--- src/hw/rtl/qte_pkg.sv ---
// shared widths, constants and the cordic angle table for the quaternion to euler unit
package qte_pkg;

  localparam int QW        = 16;  // quaternion component width, q1.14
  localparam int PROD_W    = 32;  // one component product
  localparam int SUM_W     = 34;  // sums of products in 2^-28 units
  localparam int RAD_W     = 57;  // radicand 2^56 - sinp^2
  localparam int ISQ_W     = 58;  // root remainder and partial root
  localparam int ISQ_STEPS = 29;  // one root bit per stage
  localparam int ROOT_W    = 29;  // final root, at most 2^28
  localparam int CW        = 38;  // cordic vector width
  localparam int ZW        = 29;  // cordic angle accumulator, q.24 radians
  localparam int ANG_W     = 16;  // output angle width, q2.13
  localparam int MAX_STEPS = 24;  // length of the arctangent table
  localparam int FRONT_STAGES = 3;

  localparam int PI_Q13      = 25736;
  localparam int HALF_PI_Q13 = 12868;

  typedef logic signed [SUM_W-1:0] sum_t;
  typedef logic signed [CW-1:0]    vec_t;
  typedef logic signed [ZW-1:0]    ang_t;

  localparam sum_t ONE_Q28 = sum_t'(64'sd268435456);
  localparam ang_t PI_Q24  = ang_t'(64'sd52707179);

  // atan(2^-i) in q.24, rounded to nearest
  function automatic ang_t atan_entry(input int idx);
    ang_t r;
    case (idx)
      0:  r = ang_t'(13176795);
      1:  r = ang_t'(7778716);
      2:  r = ang_t'(4110060);
      3:  r = ang_t'(2086331);
      4:  r = ang_t'(1047214);
      5:  r = ang_t'(524117);
      6:  r = ang_t'(262123);
      7:  r = ang_t'(131069);
      8:  r = ang_t'(65536);
      9:  r = ang_t'(32768);
      10: r = ang_t'(16384);
      11: r = ang_t'(8192);
      12: r = ang_t'(4096);
      13: r = ang_t'(2048);
      14: r = ang_t'(1024);
      15: r = ang_t'(512);
      16: r = ang_t'(256);
      17: r = ang_t'(128);
      18: r = ang_t'(64);
      19: r = ang_t'(32);
      20: r = ang_t'(16);
      21: r = ang_t'(8);
      22: r = ang_t'(4);
      23: r = ang_t'(2);
      default: r = '0;
    endcase
    return r;
  endfunction

endpackage

--- src/hw/rtl/qte_isqrt.sv ---
// pipelined integer square root, one result bit per stage, with a side payload
module qte_isqrt #(
  parameter int SIDE_W = 8
) (
  input  logic                             clk_i,
  input  logic [qte_pkg::ISQ_STEPS-1:0]    en_i,
  input  logic [qte_pkg::RAD_W-1:0]        rad_i,
  input  logic [SIDE_W-1:0]                side_i,
  output logic [qte_pkg::ROOT_W-1:0]       root_o,
  output logic [SIDE_W-1:0]                side_o
);
  import qte_pkg::*;

  logic [ISQ_W-1:0]  rem_q  [ISQ_STEPS];
  logic [ISQ_W-1:0]  res_q  [ISQ_STEPS];
  logic [SIDE_W-1:0] side_q [ISQ_STEPS];

  for (genvar k = 0; k < ISQ_STEPS; k++) begin : g_stage
    localparam int SH = 2 * (ISQ_STEPS - 1 - k);
    logic [ISQ_W-1:0] rem_p, res_p, trial, rem_d, res_d;
    logic [SIDE_W-1:0] side_p;

    if (k == 0) begin : g_first
      assign rem_p  = ISQ_W'(rad_i);
      assign res_p  = '0;
      assign side_p = side_i;
    end else begin : g_next
      assign rem_p  = rem_q[k-1];
      assign res_p  = res_q[k-1];
      assign side_p = side_q[k-1];
    end

    // try to set this root bit
    always_comb begin
      trial = res_p + (ISQ_W'(1) << SH);
      if (rem_p >= trial) begin
        rem_d = rem_p - trial;
        res_d = (res_p >> 1) + (ISQ_W'(1) << SH);
      end else begin
        rem_d = rem_p;
        res_d = res_p >> 1;
      end
    end

    always_ff @(posedge clk_i) begin
      if (en_i[k]) begin
        rem_q[k]  <= rem_d;
        res_q[k]  <= res_d;
        side_q[k] <= side_p;
      end
    end
  end

  assign root_o = res_q[ISQ_STEPS-1][ROOT_W-1:0];
  assign side_o = side_q[ISQ_STEPS-1];

endmodule

--- config.mk ---
export PLATFORM = sky130hd
export DESIGN_NAME = qte_isqrt
export DESIGN_NICKNAME = d
export VERILOG_FILES = /design/src/hw/rtl/qte_pkg.sv /design/src/hw/rtl/qte_isqrt.sv
export SDC_FILE = /design/constraint.sdc
export NUM_CORES = 2
export LEC_CHECK = 0
export BUFFER_PORTS_ARGS = -buffer_cell sky130_fd_sc_hd__buf_4
export CAP_MARGIN = 20
export CORE_AREA = 2 2 491 590
export CTS_CLUSTER_DIAMETER = 80
export CTS_CLUSTER_SIZE = 14
export DETAILED_ROUTE_END_ITERATION = 10
export DIE_AREA = 0 0 493 592
export GPL_ROUTABILITY_DRIVEN = 1
export GPL_TIMING_DRIVEN = 1
export SKIP_CTS_REPAIR_TIMING = 1
export SLEW_MARGIN = 10
export SYNTH_ARGS = -nofsm -noshare
export SYNTH_HDL_FRONTEND = slang
export SYNTH_SLANG_ARGS = --single-unit
--- constraint.sdc ---
create_clock -name clk_i -period 4.6 [get_ports clk_i]
set_input_delay 0.23 -clock clk_i [delete_from_list [all_inputs] [get_ports clk_i]]
set_output_delay 0.23 -clock clk_i [all_outputs]
set_load 0.01 [all_outputs]
Yosys cells after proc, flatten, opt, wreduce, memory -nomap -nowiden:

Memory sizes are Yosys's and may differ from the RTL's.
Index checks and enable logic that the tools add are counted.

* register bits: 0
* bits in writable memories: 3596
* output and inout port bits: 37
* word-level logic and storage cells: 233
* memories: 3

* add/subtract/negate cells: 85
* order comparisons: 29
* muxes and demuxes: 116

Memories
* rem_q: words 29, bits a word 58, read ports 28, clocked after memory_dff 0, wr ports 29, RTL line qte_isqrt.sv:14 `logic [ISQ_W-1:0] rem_q [ISQ_STEPS];`
* res_q: words 29, bits a word 58, read ports 29, clocked after memory_dff 0, wr ports 29, RTL line qte_isqrt.sv:15 `logic [ISQ_W-1:0] res_q [ISQ_STEPS];`
* side_q: words 29, bits a word 8, read ports 29, clocked after memory_dff 0, wr ports 29, RTL line qte_isqrt.sv:16 `logic [SIDE_W-1:0] side_q [ISQ_STEPS];`

Operators by type and width (count)
* $mux W58: 57
* $ge A58 B58 Y1: 28
* $sub A58 B58 Y58: 28
* $add A57 B1 Y58 const B: 1
* $add A57 B11 Y58 const B: 1
* $add A57 B13 Y58 const B: 1
* $add A57 B15 Y58 const B: 1
* $add A57 B17 Y58 const B: 1
* $add A57 B19 Y58 const B: 1
* $add A57 B21 Y58 const B: 1
* $add A57 B23 Y58 const B: 1
* $add A57 B25 Y58 const B: 1
* $add A57 B27 Y58 const B: 1
* $add A57 B29 Y58 const B: 1
* $add A57 B3 Y58 const B: 1
* $add A57 B31 Y58 const B: 1
* $add A57 B33 Y58 const B: 1
* $add A57 B35 Y58 const B: 1
* $add A57 B37 Y58 const B: 1
* $add A57 B39 Y58 const B: 1
* $add A57 B41 Y58 const B: 1
* $add A57 B43 Y58 const B: 1
* $add A57 B45 Y58 const B: 1
* $add A57 B47 Y58 const B: 1
* 39 further kinds: 96

Depth between registers and ports, before layout:

An unclocked memory read counts as a cell.

* depth after elaboration: 4
* mapped depth: 14
* gate-level depth less buffers: 12

Worst setup path before layout:

OpenSTA, ideal clock, no wires.

* path kind: register to register
* start point: mem rem_q[22][22], in the netlist rem_q[1][370]
* end point: mem rem_q[23][51], in the netlist rem_q[1][457] (data pin)
* library setup time: 0.258 ns
* arrival time: 3.023 ns
* data required time: 4.342 ns
* setup slack: 1.319 ns
* cell stages (with the launch flop): 12
* period minus slack after synthesis: 3.281 ns
* path through: edfxtp_1 > ha_1 > clkbuf_1 > nand4_1 > or4_1 > o41a_1 > o211a_1 > and2_4 > a21oi_2 > nand3_1 > or4_1 > xnor2_1

RTL lines (RTL line)
* start, declared: qte_isqrt.sv:14

==> impl_metrics.json <==
{
  "status": "finished, violations left",
  "violations": "design-rule violations",
  "timing.setup.critical_path_class": "register to register",
  "required_ns": 5.14,
  "postSynth.topFlopCell": "sky130_fd_sc_hd__edfxtp_1",
  "final.fill_count": 25900,
  "setup_viol": 0,
  "cp_num_buf_inv": 3,
  "drive_above_1_share_pct": 7.05,
  "drt-initial-drc-count": 4338,
  "worst_setup_path_startpoint": "rem_q[1][116]",
  "die_width_um": 493,
  "clockRootBuffer": "sky130_fd_sc_hd__clkbuf_16",
  "placeable_area_um2": 286000,
  "yosys_warnings": 0,
  "fraction_of_the_mapped_netlist_area_in_compound_gates_pct": 8.48,
  "synthToLayoutAreaGrowth_pct": 11.9,
  "critical_path.slowest_cell": "sky130_fd_sc_hd__nor4_1",
  "cts.path.max_buffers": 4,
  "worst_path_dominant_cell_family": "simple AND/OR/NAND/NOR gates",
  "grt.overflow.total": 0,
  "worst-path-max-fanout": 15,
  "dpl.cell_count": 11900,
  "clkLatencyLatePin_ns": 0.89,
  "timing.final.max_slew_violations": 0,
  "worst_hold_path_type": "input pin to register",
  "antenna_violations_before_repair": 14,
  "combinational_family_with_the_most_area_after_synthesis": "simple AND/OR/NAND/NOR gates",
  "maxcap_viol_count": 0,
  "grt_start_max_net_pins": 89,
  "post_synth_mux_area_share_pct": 0.651,
  "cp_data_arrival_time_ns": 4.59,
  "synth.distinct_cells": 98,
  "worstPathCellList": "or4_1 -> nor4_1 -> nand4_1 -> nor4_1 -> buf_4 -> a211oi_1 -> o21a_1 -> buf_4 -> inv_2 -> o2111ai_1 -> nor3b_1 -> xor2_1",
  "numPortBuffers": 131,
  "global_route.usage.total_pct": 16.1,
  "synth_area_per_cell_um2": 13.1,
  "die_h_um": 592,
  "global_route_wire_length_before_repair_um": 369000,
  "hpwlAfterDp_um": 186000,
  "clock-sinks": 2291,
  "synth-edff-count": 2291,
  "tritoncts_clock_tree": "built",
  "holdWs_ns": 0.0130,
  "synth_area_um2": 105000,
  "timing_hold_violations_final": 0,
  "rsz_0062_raised_after_global_routing": "false",
  "hold_start": "en_i[5]",
  "antenna_violating_nets_post_route": 0,
  "timing.setup.tns_ns": 0,
  "endpoint_kind": "register",
  "final_nets": 9039,
  "reg2reg_setup_slack_ns": 0.55,
  "power_per_cell_area_nw_per_um2": 457,
  "detail_route.drc_violations": 21,
  "cts-htree-levels": 4,
  "ys_async_sr_fraction_pct": 0,
  "placed_area_um2": 111000,
  "timing_worst_slew_pin_value_ns": 1.03,
  "first_global_vias": 65100,
  "design_area_um2": 118000,
  "synth_xor_area_share_pct": 6.03,
  "final.period_utilization_pct": 88.0,
  "timing.critical_path.slowest_cell_delay_ns": 0.86,
  "synth_seq_cells": 2291,
  "fin_worst_skew_ns": 0.0923,
  "routed_wl_um": 242000,
  "fmax_mhz": 247,
  "layout.cells.non_filler": 12300,
  "number_of_rows_in_the_core_area": 215,
  "path_clk_slew_ns": 0.06,
  "tritoncts.num_buffers": 195,
  "drt_pass1_iterations": 11,
  "fraction_of_the_mapped_netlist_area_in_adder_cells_pct": 5.46,
  "total_number_of_vias": 63800,
  "critical_path.reg2reg.startpoint": "rem_q[1][116]",
  "slew-limit-headroom_pct": 30.4,
  "power_mw": 54.0,
  "place_congestion": 0.983,
  "finalCriticalPeriod_ns": 4.05,
  "seq_area_frac_synth_pct": 65.2,
  "die_area_um2": 292000,
  "average_vias_per_placed_instance": 5.18,
  "initial_core_util_pct": 36.9,
  "synthCells": 8064,
  "power.static_leakage_nw": 43.4,
  "final_common_cell": "sky130_fd_sc_hd__edfxtp_1",
  "avgRoutedWirePerCell_um": 19.6,
  "synthSimpleGateAreaFrac_pct": 11.5,
  "layout_common_cells": "2291 x sky130_fd_sc_hd__edfxtp_1, 563 x sky130_fd_sc_hd__inv_1, 554 x sky130_fd_sc_hd__nor2_1, 530 x sky130_fd_sc_hd__a21oi_1, 487 x sky130_fd_sc_hd__nand2_1",
  "ios": 132,
  "vdd_ir_drop_max_uv": 357,
  "start_kind": "register"
}
-- registers in the layout, indices dropped and copies added (netlist names) --
register,cells
rem_q,1624
res_q,435
side_q,232
-- area by class of cell --
| type | count | area, um^2 | share of cell area, % |
|---|---|---|---|
| clock inverter | 21 | 213 | 0.180 |
| sequential | 2291 | 68800 | 58.3 |
| timing repair buffer | 381 | 3220 | 2.73 |
| tap | 3797 | 4750 | 4.02 |
| multi-input combinational | 5046 | 34000 | 28.8 |
| clock buffer | 200 | 4980 | 4.22 |
| inverter | 569 | 2140 | 1.81 |
| antenna | 8 | 20.0 | 0.0170 |
-- cells in the mapped netlist, drive strengths merged (9+ instances only) --
| master | n | area share [%] |
|---|---|---|
| o41ai | 9 | 0.075 |
| nor3 | 218 | 1.1 |
| a21oi | 531 | 2.5 |
| nor2 | 556 | 2.0 |
| a31o | 11 | 0.091 |
| a21o | 168 | 1.2 |
| inv | 569 | 2.0 |
| o211ai | 31 | 0.22 |
| nand4b | 21 | 0.17 |
| nor3b | 24 | 0.17 |
| or3 | 70 | 0.42 |
| mux2i | 9 | 0.085 |
| o21ai | 314 | 1.5 |
| a211oi | 38 | 0.28 |
| o21a | 84 | 0.60 |
| nand4 | 136 | 0.81 |
| or4 | 54 | 0.39 |
| o31a | 11 | 0.091 |
| buf | 38 | 0.19 |
| edfxtp | 2291 | 65 |
| and3 | 43 | 0.26 |
| nand2 | 487 | 1.7 |
| nor2b | 61 | 0.36 |
| a31oi | 43 | 0.26 |
| a211o | 22 | 0.18 |
| mux2 | 53 | 0.57 |
| and4 | 16 | 0.13 |
| a2111oi | 11 | 0.11 |
| nand2b | 90 | 0.53 |
| nand3 | 150 | 0.71 |
| ha | 460 | 5.5 |
| nand3b | 34 | 0.24 |
| a21boi | 18 | 0.13 |
| nor4 | 261 | 1.6 |
| o21bai | 31 | 0.22 |
| o2111ai | 14 | 0.12 |
| o31ai | 34 | 0.24 |
| xnor2 | 427 | 3.5 |
| and2 | 31 | 0.19 |
| nor4b | 30 | 0.25 |
| and4b | 9 | 0.085 |
| or2 | 30 | 0.18 |
| clkbuf | 121 | 0.43 |
| xor2 | 299 | 2.5 |
-- cells by family after synthesis --
| group | count (synthesis) |
|---|---|
| XOR/XNOR | 726 |
| adder cells (fa/ha/maj) | 460 |
| AND/OR/NAND/NOR | 2349 |
| AO/OA/AOI/OAI | 1447 |
| other | 1 |
| buffers and inverters | 728 |
| multiplexers | 62 |
| flip-flops | 2291 |
-- power breakdown --
part,internal [mW],switching [mW]
clock,7.71,7.00
combinational,4.60,6.56
sequential,26.2,1.88
total,38.5,15.4
-- per-stage QoR --
| stage | utilization (%) | setup WS [ns] |
|---|---|---|
| after detailed placement | 39.0 | 0.596 |
| after global routing | 41.3 | 0.377 |
| after floorplan | - | 1.32 |
| after global placement | 39.0 | 0.370 |
| final | 41.3 | 0.551 |
| after CTS | 40.8 | 0.564 |
-- final timing paths --
kind / cells after the start / endpoint
setup / recovery: 12 / rem_q[1][218]
hold / removal: 1 / rem_q[0][323]
setup reg to reg: 12 / rem_q[1][218]
hold reg to reg: 0 / side_q[1][0]
-- layer usage --
layer / track usage [%] / routed length (um) / vias up
li1: - / - / 30900
met5: 0 / 14 / -
met2: 32.5 / 136000 / 1490
met4: 7.03 / 11300 / 2
met1: 16.2 / 85600 / 30900
met3: 2.04 / 8800 / 535
-- worst register-to-register path: cells and delay by family (launching register included) --
| kind | cells | cell delay (ns) |
|---|---|---|
| compound gates | 3 | 0.59 |
| xor+xnor | 1 | 0.11 |
| buf+inv | 3 | 0.48 |
| flops | 1 | 0.39 |
| simple gates | 5 | 2.21 |
(Power assumes the default switching activity.)
